File: src/g711_pkg.sv
// Shared types, constants and companding functions of the G.711 codec.
`default_nettype none

package g711_pkg;

    localparam int PCM_W   = 16;
    localparam int CODE_W  = 8;
    localparam int TDATA_W = 24;

    // Register indexes on the configuration port
    localparam logic REG_LAW_SELECT = 1'b0;
    localparam logic REG_DIRECTION  = 1'b1;

    localparam logic LAW_MU = 1'b0;
    localparam logic LAW_A  = 1'b1;

    localparam logic DIR_DECODE = 1'b0;
    localparam logic DIR_ENCODE = 1'b1;

    localparam logic [14:0] MU_BIAS       = 15'h0084;
    localparam logic [15:0] MU_BIAS16     = 16'h0084;
    localparam logic [16:0] MU_CLIP       = 17'd32767;
    localparam logic [15:0] MU_CLIP16     = 16'h7FFF;
    localparam logic [7:0]  MU_POS_MASK   = 8'hFF;
    localparam logic [7:0]  MU_NEG_MASK   = 8'h7F;
    localparam logic [7:0]  ALAW_XOR      = 8'h55;
    localparam logic [7:0]  ALAW_POS_MASK = 8'hD5;
    localparam logic [7:0]  ALAW_NEG_MASK = 8'h55;
    localparam logic [7:0]  ALAW_OVF_CODE = 8'h7F;
    localparam logic [14:0] ALAW_SEG_OFS  = 15'h0108;

    localparam logic signed [16:0] ALAW_SEG_TOP [8] = '{
        17'sh000FF, 17'sh001FF, 17'sh003FF, 17'sh007FF,
        17'sh00FFF, 17'sh01FFF, 17'sh03FFF, 17'sh07FFF
    };

    typedef struct packed {
        logic law_sel;
        logic dir;
    } cfg_t;

    function automatic logic [15:0] mulaw_decode(input logic [7:0] code);
        logic [7:0]  u;
        logic [14:0] mag;
        logic [15:0] r;
        u   = ~code;
        mag = (15'({u[3:0], 3'b000}) + MU_BIAS) << u[6:4];
        if (u[7])
            r = MU_BIAS16 - {1'b0, mag};
        else
            r = {1'b0, mag} - MU_BIAS16;
        return r;
    endfunction

    function automatic logic [15:0] alaw_decode(input logic [7:0] code);
        logic [7:0]  a;
        logic [14:0] t;
        logic [15:0] r;
        a = code ^ ALAW_XOR;
        t = 15'({a[3:0], 4'b0000});
        if (a[6:4] == 3'd0)
            t = t + 15'd8;
        else
            t = (t + ALAW_SEG_OFS) << (a[6:4] - 3'd1);
        if (a[7])
            r = {1'b0, t};
        else
            r = 16'd0 - {1'b0, t};
        return r;
    endfunction

    function automatic logic [7:0] alaw_encode(input logic [15:0] x);
        logic signed [16:0] v;
        logic [7:0]         mask;
        logic [2:0]         seg;
        logic [3:0]         q;
        logic               ovf;
        logic [7:0]         r;
        if (!x[15])
        begin
            mask = ALAW_POS_MASK;
            v    = $signed({x[15], x});
        end
        else
        begin
            mask = ALAW_NEG_MASK;
            // -1..-7 land negative here; their quantization bits read as all ones
            v    = -$signed({x[15], x}) - 17'sd8;
        end
        ovf = 1'b1;
        seg = 3'd0;
        for (int i = 7; i >= 0; i--)
        begin
            if (v <= ALAW_SEG_TOP[i])
            begin
                seg = 3'(i);
                ovf = 1'b0;
            end
        end
        case (seg) inside
            3'd0, 3'd1: q = v[7:4];
            3'd2:       q = v[8:5];
            3'd3:       q = v[9:6];
            3'd4:       q = v[10:7];
            3'd5:       q = v[11:8];
            3'd6:       q = v[12:9];
            default:    q = v[13:10];
        endcase
        if (ovf)
            r = ALAW_OVF_CODE ^ mask;
        else
            r = {1'b0, seg, q} ^ mask;
        return r;
    endfunction

    function automatic logic [7:0] mulaw_encode(input logic [15:0] x);
        logic [15:0] absx;
        logic [16:0] mag17;
        logic [15:0] mag;
        logic [2:0]  s;
        logic [7:0]  smask;
        absx  = x[15] ? (16'd0 - x) : x;
        smask = x[15] ? MU_NEG_MASK : MU_POS_MASK;
        mag17 = {1'b0, absx} + {2'b00, MU_BIAS};
        mag   = (mag17 > MU_CLIP) ? MU_CLIP16 : mag17[15:0];
        s     = 3'd0;
        if ((mag & 16'h7800) != 16'd0)
            s = 3'd4;
        else
            mag = mag << 4;
        if ((mag & 16'h6000) != 16'd0)
            s = s + 3'd2;
        else
            mag = mag << 2;
        if (mag[14])
            s = s + 3'd1;
        else
            mag = mag << 1;
        return {1'b0, s, mag[13:10]} ^ smask;
    endfunction

endpackage

`default_nettype wire

File: src/g711_conv.sv
// Combinational G.711 conversion for one sample, both laws and directions.
`default_nettype none

module g711_conv (
    input  wire g711_pkg::cfg_t                cfg,
    input  wire logic [g711_pkg::PCM_W-1:0]    pcm_in,
    input  wire logic [g711_pkg::CODE_W-1:0]   code_in,
    output logic      [g711_pkg::PCM_W-1:0]    pcm_out,
    output logic      [g711_pkg::CODE_W-1:0]   code_out
);

    logic [g711_pkg::PCM_W-1:0]  dec_mu;
    logic [g711_pkg::PCM_W-1:0]  dec_a;
    logic [g711_pkg::CODE_W-1:0] enc_mu;
    logic [g711_pkg::CODE_W-1:0] enc_a;

    always_comb
    begin
        dec_mu = g711_pkg::mulaw_decode(code_in);
        dec_a  = g711_pkg::alaw_decode(code_in);
        enc_mu = g711_pkg::mulaw_encode(pcm_in);
        enc_a  = g711_pkg::alaw_encode(pcm_in);
    end

    // The unused side of the result is held at zero
    always_comb
    begin
        pcm_out  = '0;
        code_out = '0;
        if (cfg.dir == g711_pkg::DIR_ENCODE)
            code_out = (cfg.law_sel == g711_pkg::LAW_A) ? enc_a : enc_mu;
        else
            pcm_out  = (cfg.law_sel == g711_pkg::LAW_A) ? dec_a : dec_mu;
    end

endmodule

`default_nettype wire

File: src/g711_alaw_ulaw_codec.sv
// Top level of the G.711 mu-law / A-law codec: input stage, converter, output stage.
//
//   channel   | handshake               | payload
//   ----------+-------------------------+------------------------------------------
//   s_axis    | tvalid / tready         | tdata: pcm_in[15:0], code_in[23:16]; tlast
//   m_axis    | tvalid / tready         | tdata: pcm_out[15:0], code_out[23:16]; tlast
//   cfg       | cfg_we                  | cfg_index (0 law_select, 1 direction), cfg_data
//
// One sample per clock sustained while the output is not stalled; a beat passes the input and output registers.
// The conversion sits between the input register and the output register.
// Reset clears both valid flags and the configuration (mu-law, decode).
// An output stall holds the result; the input stage keeps accepting until it also fills.
`default_nettype none

module g711_alaw_ulaw_codec (
    input  wire  logic                           clk,
    input  wire  logic                           rst_n,
    input  wire  logic                           s_axis_tvalid,
    output logic                                 s_axis_tready,
    input  wire  logic [g711_pkg::TDATA_W-1:0]   s_axis_tdata,  // pcm_in[15:0], code_in[23:16]
    input  wire  logic                           s_axis_tlast,
    output logic                                 m_axis_tvalid,
    input  wire  logic                           m_axis_tready,
    output logic       [g711_pkg::TDATA_W-1:0]   m_axis_tdata,  // pcm_out[15:0], code_out[23:16]
    output logic                                 m_axis_tlast,
    input  wire  logic                           cfg_we,
    input  wire  logic                           cfg_index,
    input  wire  logic                           cfg_data
);

    g711_pkg::cfg_t                cfg_reg;
    logic                          in_valid_reg;
    logic                          in_valid_next;
    logic [g711_pkg::PCM_W-1:0]    in_pcm_reg;
    logic [g711_pkg::CODE_W-1:0]   in_code_reg;
    logic                          in_last_reg;
    logic                          out_valid_reg;
    logic                          out_valid_next;
    logic [g711_pkg::PCM_W-1:0]    out_pcm_reg;
    logic [g711_pkg::CODE_W-1:0]   out_code_reg;
    logic                          out_last_reg;
    logic                          in_beat;
    logic                          out_load;
    logic [g711_pkg::PCM_W-1:0]    conv_pcm;
    logic [g711_pkg::CODE_W-1:0]   conv_code;

    always_ff @(posedge clk or negedge rst_n)
    begin
        if (!rst_n)
        begin
            cfg_reg.law_sel <= g711_pkg::LAW_MU;
            cfg_reg.dir     <= g711_pkg::DIR_DECODE;
        end
        else if (cfg_we)
        begin
            unique case (cfg_index)
                g711_pkg::REG_LAW_SELECT: cfg_reg.law_sel <= cfg_data;
                g711_pkg::REG_DIRECTION:  cfg_reg.dir     <= cfg_data;
                default:                  cfg_reg         <= cfg_reg;
            endcase
        end
    end

    assign out_load       = in_valid_reg && (!out_valid_reg || m_axis_tready);
    assign s_axis_tready  = !in_valid_reg || out_load;
    assign in_beat        = s_axis_tvalid && s_axis_tready;
    assign in_valid_next  = in_beat || (in_valid_reg && !out_load);
    assign out_valid_next = out_load || (out_valid_reg && !m_axis_tready);

    always_ff @(posedge clk or negedge rst_n)
    begin
        if (!rst_n)
        begin
            in_valid_reg  <= 1'b0;
            out_valid_reg <= 1'b0;
        end
        else
        begin
            in_valid_reg  <= in_valid_next;
            out_valid_reg <= out_valid_next;
        end
    end

    always_ff @(posedge clk)
    begin
        if (in_beat)
        begin
            in_pcm_reg  <= s_axis_tdata[g711_pkg::PCM_W-1:0];
            in_code_reg <= s_axis_tdata[g711_pkg::PCM_W +: g711_pkg::CODE_W];
            in_last_reg <= s_axis_tlast;
        end
        if (out_load)
        begin
            out_pcm_reg  <= conv_pcm;
            out_code_reg <= conv_code;
            out_last_reg <= in_last_reg;
        end
    end

    g711_conv u_conv (
        .cfg      (cfg_reg),
        .pcm_in   (in_pcm_reg),
        .code_in  (in_code_reg),
        .pcm_out  (conv_pcm),
        .code_out (conv_code)
    );

    assign m_axis_tvalid = out_valid_reg;
    assign m_axis_tdata  = {out_code_reg, out_pcm_reg};
    assign m_axis_tlast  = out_last_reg;

endmodule

`default_nettype wire

File: config.mk
export PLATFORM = sky130hd
export DESIGN_NAME = g711_alaw_ulaw_codec
export DESIGN_NICKNAME = d
export VERILOG_FILES = /design/src/g711_pkg.sv /design/src/g711_conv.sv /design/src/g711_alaw_ulaw_codec.sv
export SDC_FILE = /design/constraint.sdc
export NUM_CORES = 1
export LEC_CHECK = 0
export ABC_AREA = 1
export BUFFER_PORTS_ARGS = -buffer_cell sky130_fd_sc_hd__buf_2
export CELL_PAD_IN_SITES_DETAIL_PLACEMENT = 0
export CELL_PAD_IN_SITES_GLOBAL_PLACEMENT = 1
export CORE_MARGIN = 3
export CORE_UTILIZATION = 43
export CTS_BUF_LIST = sky130_fd_sc_hd__clkbuf_8
export CTS_CLUSTER_DIAMETER = 30
export CTS_CLUSTER_SIZE = 28
export DETAILED_ROUTE_END_ITERATION = 6
export HOLD_SLACK_MARGIN = 0.1
export PLACE_DENSITY = 0.91
export SETUP_SLACK_MARGIN = 0.15
export SLEW_MARGIN = 20
export SYNTH_ARGS = -nofsm -noshare
export SYNTH_HDL_FRONTEND = slang
export SYNTH_SLANG_ARGS = --single-unit
File: constraint.sdc
create_clock -name clk -period 4.44 [get_ports clk]
set_clock_uncertainty 0.2 [all_clocks]
set_input_delay 0.888 -clock clk [delete_from_list [all_inputs] [get_ports clk]]
set_output_delay 0.888 -clock clk [all_outputs]
set_load 0.1 [all_outputs]
==> out/metrics.yaml, run 1 <==
power:
  comb_power_share_pct: 46.8
  switchingPower_uw: 851
  p_sw_share_pct: 48.1
  power_density_mw_per_mm2: 296
  p_int_uw: 916
  ir_drop_v: 0.000160
  power.share.clock_pct: 16.9
  p_leak_uw: 0.00302
  seqPwrFrac_pct: 36.2
placed_design:
  portBuffers: 56
  dp_hpwl_um: 11400
  gp_congestion: 0.906
setup_path:
  worstReg2RegStart: "in_pcm_reg[0]"
  crit_top_cell: "nand2_1"
  crit_arrival_ns: 3.54
  worstReg2RegEnd: "out_code_reg[2]"
  critPathTopFamily: "simple AND/OR/NAND/NOR gates"
  cpMaxStageDelayCell: "edfxtp_1"
  max_stage_delay_ns: 0.39
  crit_path_max_fanout: 12
  end_kind: "register"
  worstPathRequired_ns: 4.34
  r2r_cells: 25
  worstSetupPathType: "reg -> reg"
  worst-path-buf-inv: 3
  start_kind: "register"
  regToRegSetupSlack_ns: 0.80
global_route:
  grt.overflow.total: 0
  grt_max_degree: 43
  grt_pass1_vias: 4909
  grt_pass1_wl_um: 24200
  grtUsageTotal_pct: 20.6
  antenna_found_initial: 0
logic_synthesis:
  ys.flop_type: "edfxtp_1"
  synth_top_cells_by_count: "nand2_1 (251), inv_1 (112), nand3_1 (94)"
  synthArstFlopShare_pct: 7.69
  synth_top_area_cell: "edfxtp_1"
  avgSynthCellArea_um2: 6.27
  synth_top_area_share_pct: 26.3
  syn-cell-area_mm2: 0.00548
  yosys_warnings: 0
  ys_seq_elements: 52
  yosysUniqueCellTypes: 48
  ys_seq_area_share_pct: 28.1
  synth_edf_count: 48
  syn_inst: 875
  yosysMostFrequentCell: "nand2_1"
  synthTopCellsByArea: "edfxtp_1 (26%), nand2_1 (17%), nand3_1 (8.6%)"
timing:
  max_freq_mhz: 274
  worst_pin_slew_ns: 0.965
  finalCriticalPeriod_ns: 3.64
  whs_ns: 0.153
  post-route-period-util_pct: 82.1
  setup_viol: 0
  tns_ns: 0
  relSlewSlack_pct: 35.6
  finalHoldViolations: 0
  slew_viol_final: 0
  rsz0062_at_grt: "false"
die:
  start_util_pct: 44.7
  dieArea_mm2: 0.0141
  rows: 40
  coreArea_mm2: 0.0123
  die-height_um: 119
  die_w_um: 119
  ios: 59
drt:
  drt-initial-drc-count: 552
  ant_nets: 0
  wirelength_um: 14400
  drc: 0
  vias_per_cell: 5.11
  wl_per_cell_um: 13.3
  firstDrtPassIters: 5
  vias: 5562
finish:
  largest_reg_flops: 16
  layout-drive-gt1-share_pct: 16.5
  areaGrowthSynthToFinish_pct: 8.88
  finalNetCount: 960
  antenna_cells: 0
job:
  drv_cap: 0
worst_hold_path:
  worstHoldPathType: "in -> async"
clock_tree:
  insertion_delay_ns: 0.33
  ctsHoldBuffers: 0
  cts_tree: "yes"
  clock_sinks: 52
  clock_path_buffers: 2
  cts_buffers: 5
  clk_pin_slew_ns: 0.11
  htreeDepth: 2
  postCtsSetupBuffers: 0
  root_buffer: "clkbuf_8"
  ctsResizeCount: 0
outcome:
  status: "completed"
-- placed cells by master, fill, tap and decap left out, types with 3 or more instances in the layout --
cell,count
nand2_2,27
buf_4,3
buf_2,56
o21ai_0,46
a21oi_1,43
or2_2,5
nor4_1,3
clkbuf_8,5
nand3_1,94
a211oi_1,3
nand2_1,251
nor2_2,11
nor3_1,13
inv_2,17
edfxtp_1,48
clkinv_1,4
nand2_4,8
o21ai_1,6
nand4_1,18
nor2_1,83
inv_1,112
a31oi_1,7
nand3b_1,4
dfrtp_1,4
nand3_2,5
ha_1,9
nor2_4,4
-- worst max path at each step --
stage                         from               to  slack (ns)  depth (start not counted)
floorplan           in_code_reg[5]  out_pcm_reg[13]        1.23                         18
global placement     in_pcm_reg[0]  out_code_reg[2]        0.95                         25
detailed placement   in_pcm_reg[0]  out_code_reg[2]        0.84                         25
CTS                  in_pcm_reg[0]  out_code_reg[2]        0.83                         25
global route         in_pcm_reg[0]  out_code_reg[2]        0.44                         25
finish               in_pcm_reg[0]  out_code_reg[2]        0.80                         25
-- cell families after synthesis --
family	count (synthesis)	share of synthesized area, %
adders and majority gates	9	2.05
xor gates and xnor gates	3	0.479
DFF	52	28.1
AOI/OAI and AO/OA	121	12.3
other	1	0.0684
and+or+nand+nor	531	45.2
muxes	1	0.183
buffers and inverters	157	11.6
-- metal layers --
metal / vias to the layer above / global-route usage, % / wire (um)
met5: - / 0 / 0
met3: 15 / 3.66 / 972
met1: 2434 / 32.1 / 7460
met4: 0 / 3.77 / 170
li1: 2934 / - / -
met2: 179 / 29.8 / 5840
-- power groups by stage --
stage                     Clock, uW  Sequential, uW  Combinational [uW]
after detailed placement          0             651                 815
after global routing            334             647                 913
after global placement            0             650                 815
after floorplan                   0             814                 490
final                           299             640                 827
after CTS                       315             640                 818
-- through the flow --
step	setup slack, ns	util [%]	total power [uW]	instances	area, um^2
after detailed placement	0.844	47.9	1470	1080	5870
final	0.795	48.7	1770	1088	5970
after CTS	0.828	48.7	1770	1088	5970
after global placement	0.950	47.9	1470	1080	5870
after floorplan	1.23	-	1300	876	5490
after global routing	0.442	48.7	1890	1088	5970
-- area by class of cell --
class | instances | area, um^2
inverters | 134 | 505
clock buffers | 5 | 68.8
repair buffers | 59 | 303
flip-flops and latches | 52 | 1540
well taps | 168 | 210
multi-input cells | 667 | 3310
fillers | 1263 | 6290
clock inverters | 3 | 27.5
(Power assumes the default switching activity.)
==> run 2: changes to the inputs <==
- clock period: 4.44 -> 3.5 ns (I/O delays scaled with it)
==> run 2 against run 1 <==
  * Fmax up 7.4%
  * Combinational power up 43%
  * Via count up 7.5%
  * Worst hold slack better by 0.082 ns
  * Sequential power up 25%
  * Wire length up 10%
  * Utilization up 5.6 points
  * Clock power up 28%
  * First-iteration DRC count up 12%
  * Global-route usage about the same
  * Clock-buffer cell count unchanged
==> out/metrics.yaml, run 2 (same netlist as run 1, synthesis figures left out) <==
setup_path:
  worst-path-buf-inv: 3  # unchanged
  crit_top_cell: "nand2_1"
  crit_arrival_ns: 3.30  # -0.24 ns
  worstSetupPathType: "reg -> reg"
  end_kind: "register"
  worstPathRequired_ns: 3.41  # -0.93 ns
  worstReg2RegStart: "in_pcm_reg[2]"
  start_kind: "register"
  critPathTopFamily: "simple AND/OR/NAND/NOR gates"
  max_stage_delay_ns: 0.49  # +0.10 ns
  cpMaxStageDelayCell: "edfxtp_1"
  critPathLaunch: "in_pcm_reg[2]"
  crit_path_max_fanout: 7  # -5
timing:
  finalCriticalPeriod_ns: 3.39  # -0.252 ns
  rsz0062_at_grt: "true"
  relSlewSlack_pct: 49.1  # +14 points
  slew_viol_final: 0  # unchanged
  max_freq_mhz: 295  # +7.4%
  setup_viol: 0  # unchanged
  whs_ns: 0.235  # +0.0822 ns
  post-route-period-util_pct: 96.9  # +15 points
  worst_pin_slew_ns: 0.763  # -0.202 ns
  finalHoldViolations: 0  # unchanged
global_route:
  grtUsageTotal_pct: 20.6  # +0.044 points
  grt_pass1_wl_um: 24200  # +0.29%
  grt.overflow.total: 0  # unchanged
  grt_pass1_vias: 4957  # +0.98%
  grt_max_degree: 42  # -2.3%
  antenna_found_initial: 0  # unchanged
power:
  p_int_uw: 1220  # +33%
  ir_drop_v: 0.000357  # +120%
  p_sw_share_pct: 48.3  # +0.18 points
  power_density_mw_per_mm2: 355  # +20%
  p_leak_uw: 0.00330  # +9.3%
  seqPwrFrac_pct: 33.7  # -2.5 points
  power.share.clock_pct: 16.2  # -0.7 points
  switchingPower_uw: 1140  # +34%
  comb_power_share_pct: 50.0  # +3.2 points
drt:
  drc: 0  # unchanged
  wirelength_um: 15900  # +10%
  firstDrtPassIters: 6  # +1
  vias_per_cell: 5.28  # +3.3%
  drt-initial-drc-count: 618  # +12%
  ant_nets: 0  # unchanged
  wl_per_cell_um: 14.0  # +5.8%
  vias: 5980  # +7.5%
finish:
  largest_reg_flops: 16  # unchanged
  finalNetCount: 1004  # +4.6%
  antenna_cells: 0  # unchanged
  areaGrowthSynthToFinish_pct: 21.5
  layout.cells.most_common: "nand2_1"
  layout_common_cells: "nand2_1 (227), inv_1 (104), nand3_1 (84), nor2_1 (69), buf_2 (56)"
  fin_util_pct: 54.3  # +5.6 points
  layout-drive-gt1-share_pct: 27.1  # +11 points
  num-fill-cells: 1214  # -3.9%
die:
  rows: 40  # unchanged
  die_w_um: 119  # unchanged
  die-height_um: 119  # unchanged
  start_util_pct: 44.7  # unchanged
  coreArea_mm2: 0.0123  # unchanged
  dieArea_mm2: 0.0141  # unchanged
  ios: 59  # unchanged
placed_design:
  dp_hpwl_um: 11500  # +0.78%
  portBuffers: 56  # unchanged
  gp_congestion: 0.881  # -2.7%
clock_tree:
  clk_pin_slew_ns: 0.11  # about the same
  root_buffer: "clkbuf_8"
  cts_tree: "yes"
  clock_sinks: 52  # unchanged
  htreeDepth: 2  # unchanged
  clock_path_buffers: 2  # unchanged
  insertion_delay_ns: 0.34  # about the same
  cts_buffers: 5  # unchanged
worst_hold_path:
  hp-start: "in_last_reg"
  worstHoldPathType: "reg -> reg"
outcome:
  status: "completed"
job:
  drv_cap: 0  # unchanged
## run 2: timing repair
action	CTS	global route
setup endpoints to repair	6	11
gates resized for setup	9	85
buffers inserted	8	21
hold buffers	1	0
pin swaps	3	42
endpoints found under the hold margin	4	0
## run 2: per-stage QoR
stage                     instance area, um^2   TNS (ns)  instances  setup slack (ns)  power (uW)
final                                    6660          0       1132             0.108        2360
after global routing                     6660     -0.570       1132            -0.160        2510
after CTS                                6200          0       1111             0.141        2270
after detailed placement                 5990   -0.00510       1094          -0.00510        1870
after global placement                   5990  -0.000753       1094         -0.000753        1870
after floorplan                          5490          0        876             0.289        1650
## run 2: final cells by class
cell class / instances / area [um^2] / share of cell area [%]
inverter: 134 / 508 / 7.62
clock buffer: 5 / 68.8 / 1.03
multi-input combinational: 667 / 3630 / 54.5
clock inverter: 3 / 21.3 / 0.319
timing repair buffer: 103 / 683 / 10.3
sequential: 52 / 1540 / 23.1
tap: 168 / 210 / 3.15
## run 2: metal layers
metal	vias up	wire (um)	share of wire, %	track usage, %
met2	234	6700	42	29.1
met4	0	258	1.6	4.34
met5	-	0	0	0
met1	2695	7780	49	32.5
li1	3023	-	-	-
met3	28	1160	7.3	3.61
## run 2: power by group through the flow
stage | logic (uW) | registers [uW] | clock network, uW
final | 1180 | 797 | 384
after global routing | 1290 | 805 | 419
after CTS | 1080 | 799 | 395
after detailed placement | 1060 | 815 | 0
after global placement | 1060 | 814 | 0
after floorplan | 622 | 1030 | 0
## run 2: path summary, 6_finish.rpt
| path | slack [ns] | cells past startpoint | endpoint |
|---|---|---|---|
| worst max-delay path | 0.11 | 25 | out_code_reg[0] |
| worst min register to register | 0.24 | 0 | m_axis_tlast |
| min in group asynchronous | 0.49 | 2 | m_axis_tvalid |
| worst max register to register | 0.11 | 25 | out_code_reg[0] |
| max in group asynchronous | 2.49 | 2 | cfg_reg[0] |
| worst min-delay path | 0.24 | 0 | m_axis_tlast |
==> run 3: changes to the inputs <==
- CORE_UTILIZATION: 43 -> 44
- PLACE_DENSITY: 0.91 -> 0.92
- SYNTH_HIERARCHICAL: default -> 1
==> run 3 against run 2 <==
  * Sequential cell count increased by 2
  * Sequential power increased by 4.1%
  * Sequential share of layout area increased by 1.4 points
  * Highest routed layer unchanged
  * Largest power group unchanged
==> out/metrics.yaml, run 3 <==
drt:
  drc: 0  # unchanged
  firstDrtPassIters: 5  # -1
  vias_per_cell: 5.40  # +2.2%
  vias: 5700  # -4.7%
  drt-initial-drc-count: 562  # -9.1%
  wirelength_um: 15000  # -5.8%
  ant_nets: 0  # unchanged
  wl_per_cell_um: 14.2  # +1.0%
die:
  die-height_um: 114  # -4.2%
  dieArea_mm2: 0.0130  # -8.2%
  start_util_pct: 46.1  # +1.4 points
  die_w_um: 114  # -4.2%
  ios: 59  # unchanged
  rows: 38  # -5.0%
  coreArea_mm2: 0.0111  # -9.3%
power:
  ir_drop_v: 0.000418  # +17%
  p_int_uw: 1290  # +5.9%
  power_density_mw_per_mm2: 367  # +3.6%
  switchingPower_uw: 1110  # -2.9%
  comb_power_share_pct: 49.8  # -0.2 points
  seqPwrFrac_pct: 34.6  # +0.9 points
  p_sw_share_pct: 46.2  # -2.2 points
  power.share.clock_pct: 15.7  # -0.5 points
  p_leak_uw: 0.00323  # -1.9%
finish:
  num-fill-cells: 1078  # -11%
  layout-drive-gt1-share_pct: 29.5  # +2.4 points
  design_area_mm2: 0.00654  # -1.9%
  antenna_cells: 0  # unchanged
  areaGrowthSynthToFinish_pct: 27.5
  finalNetCount: 959  # -4.5%
  layout_common_cells: "nand2_1 (196), inv_1 (97), buf_4 (82), nor2_1 (76), nand3_1 (65)"
  layout.cells.most_common: "nand2_1"
logic_synthesis:
  ys.flop_type: "edfxtp_1"
  synth_top_area_cell: "edfxtp_1"
  synth_top_cells_by_count: "nand2_1 (220), inv_1 (102), nor2_1 (83)"
  ys_seq_area_share_pct: 31.2  # +3.1 points
  syn-cell-area_mm2: 0.00513  # -6.5%
  synthTopCellsByArea: "edfxtp_1 (29%), nand2_1 (16%), inv_1 (7.5%)"
  yosys_warnings: 6  # +6
  ys_seq_elements: 54  # +3.8%
  syn_inst: 781  # -11%
  synth_edf_count: 50  # +4.2%
  yosysUniqueCellTypes: 53  # +10%
  synthArstFlopShare_pct: 7.41  # -0.28 points
  yosysMostFrequentCell: "nand2_1"
  synth_top_area_share_pct: 29.3  # +3.0 points
  avgSynthCellArea_um2: 6.57  # +4.8%
global_route:
  grt_max_degree: 26  # -38%
  grtUsageTotal_pct: 21.9  # +1.3 points
  antenna_found_initial: 0  # unchanged
  grt_pass1_wl_um: 23500  # -3.0%
  grt.overflow.total: 0  # unchanged
  grt_pass1_vias: 5018  # +1.2%
setup_path:
  start_kind: "register"
  end_kind: "register"
  worstPathRequired_ns: 3.40  # about the same
  regToRegSetupSlack_ns: 0.02  # -0.08 ns
  crit_top_cell: "nand2_2"
  max_stage_delay_ns: 0.46  # -0.03 ns
  crit_path_max_fanout: 6  # -1
  crit_arrival_ns: 3.37  # +0.07 ns
  worstSetupPathType: "reg -> reg"
  cpMaxStageDelayCell: "edfxtp_1"
clock_tree:
  cts_buffers: 5  # unchanged
  cts_tree: "yes"
  clk_pin_slew_ns: 0.11  # about the same
  insertion_delay_ns: 0.34  # about the same
  root_buffer: "clkbuf_8"
  clock_path_buffers: 2  # unchanged
  clock_sinks: 54  # +3.8%
  htreeDepth: 2  # unchanged
job:
  drv_cap: 0  # unchanged
placed_design:
  place_area_mm2: 0.00577  # -3.7%
  portBuffers: 58  # +3.6%
  pre_cts_ws_ns: -0.0555  # -0.0504 ns
  dp_hpwl_um: 10900  # -5.4%
  gp_congestion: 0.896  # +1.6%
timing:
  worst_slack_ns: 0.0246  # -0.0833 ns
  whs_ns: 0.240  # +0.00535 ns
  finalCriticalPeriod_ns: 3.48  # +0.0833 ns
  slew_viol_final: 0  # unchanged
  rsz0062_at_grt: "true"
  relSlewSlack_pct: 37.1  # -12 points
  setup_viol: 0  # unchanged
  post-route-period-util_pct: 99.3  # +2.4 points
  worst_pin_slew_ns: 0.942  # +0.179 ns
  max_freq_mhz: 288  # -2.4%
  finalHoldViolations: 0  # unchanged
  tns_ns: 0  # unchanged
outcome:
  status: "completed"
worst_hold_path:
  worstHoldPathType: "reg -> reg"
==> run 3: cell count changes in the layout (fill, tap and decap cells not counted), sizes merged, moves of 5 or more <==
cell,delta
nand4,-8
nand3,-26
xor2,+11
nand2,-49
inv,-14
nor3,-5
nor2,-5
or2,-5
buf,+43
==> run 3: stage by stage <==
stage / utilization (%) / total power, uW / instances
2_1_floorplan: - / 1640 / 782
3_3_place_gp: 51.9 / 1860 / 997
3_5_place_dp: 51.9 / 1880 / 997
4_1_cts: 55.1 / 2300 / 1029
5_1_grt: 58.8 / 2550 / 1056
6_report: 58.8 / 2400 / 1056
==> run 3: final cells by class <==
type	instances	area, um^2	share of cell area (%)
Tap cell	140	175	2.68
Sequential cell	54	1600	24.5
Inverter	119	460	7.04
Clock inverter	3	25.0	0.383
Multi-Input combinational cell	589	3240	49.5
Timing Repair Buffer	146	972	14.9
Clock buffer	5	68.8	1.05
==> run 3: worst max-delay path: cells and delay by family (launching register included) <==
family,cells,cell delay [ns]
and+or+nand+nor,22,2.17
buffers and inverters,3,0.27
DFF,1,0.46
adders and majority gates,1,0.16
==> run 3: logic make-up after synthesis <==
group | Yosys count | share of synthesized area [%]
compound gates | 125 | 14.1
flops | 54 | 31.2
other cells | 1 | 0.0731
xor+xnor | 14 | 2.54
buf+inv | 139 | 10.8
simple gates | 436 | 38.4
fa+ha+maj | 12 | 2.93
==> run 3: power by group through the flow <==
| stage | Sequential (uW) | Clock, uW | Combinational (uW) |
|---|---|---|---|
| 2_1_floorplan | 1090 | 0 | 544 |
| 3_3_place_gp | 841 | 0 | 1020 |
| 3_5_place_dp | 844 | 0 | 1040 |
| 4_1_cts | 829 | 389 | 1080 |
| 5_1_grt | 837 | 418 | 1300 |
| 6_report | 830 | 376 | 1200 |
==> run 3: what timing repair did <==
action,CTS,global route
pin swaps,24,43
gates cloned,0,0
hold endpoints to repair,4,0
hold buffers,1,0
setup endpoints to repair,9,13
setup buffers,23,27
resized for setup,24,62
==> run 3: path summary, 6_finish.rpt <==
| path | start | endpoint | depth (start not counted) |
|---|---|---|---|
| max in group asynchronous | rst_n | cfg_reg[0] | 2 |
| worst min register to register | in_last_reg | m_axis_tlast | 0 |
| worst max-delay path | in_pcm_reg[2] | out_code_reg[1] | 26 |
| worst min-delay path | in_last_reg | m_axis_tlast | 0 |
| worst max register to register | in_pcm_reg[2] | out_code_reg[1] | 26 |
| min in group asynchronous | rst_n | in_valid_reg | 2 |
==> run 3: per-layer routing <==
| layer | global-route usage [%] | vias up | routed length (um) |
|---|---|---|---|
| met1 | 32.9 | 2635 | 6820 |
| met4 | 3.80 | 0 | 223 |
| met3 | 3.82 | 27 | 1150 |
| met2 | 33.6 | 220 | 6790 |
| li1 | - | 2818 | - |
| met5 | 0 | - | 0 |
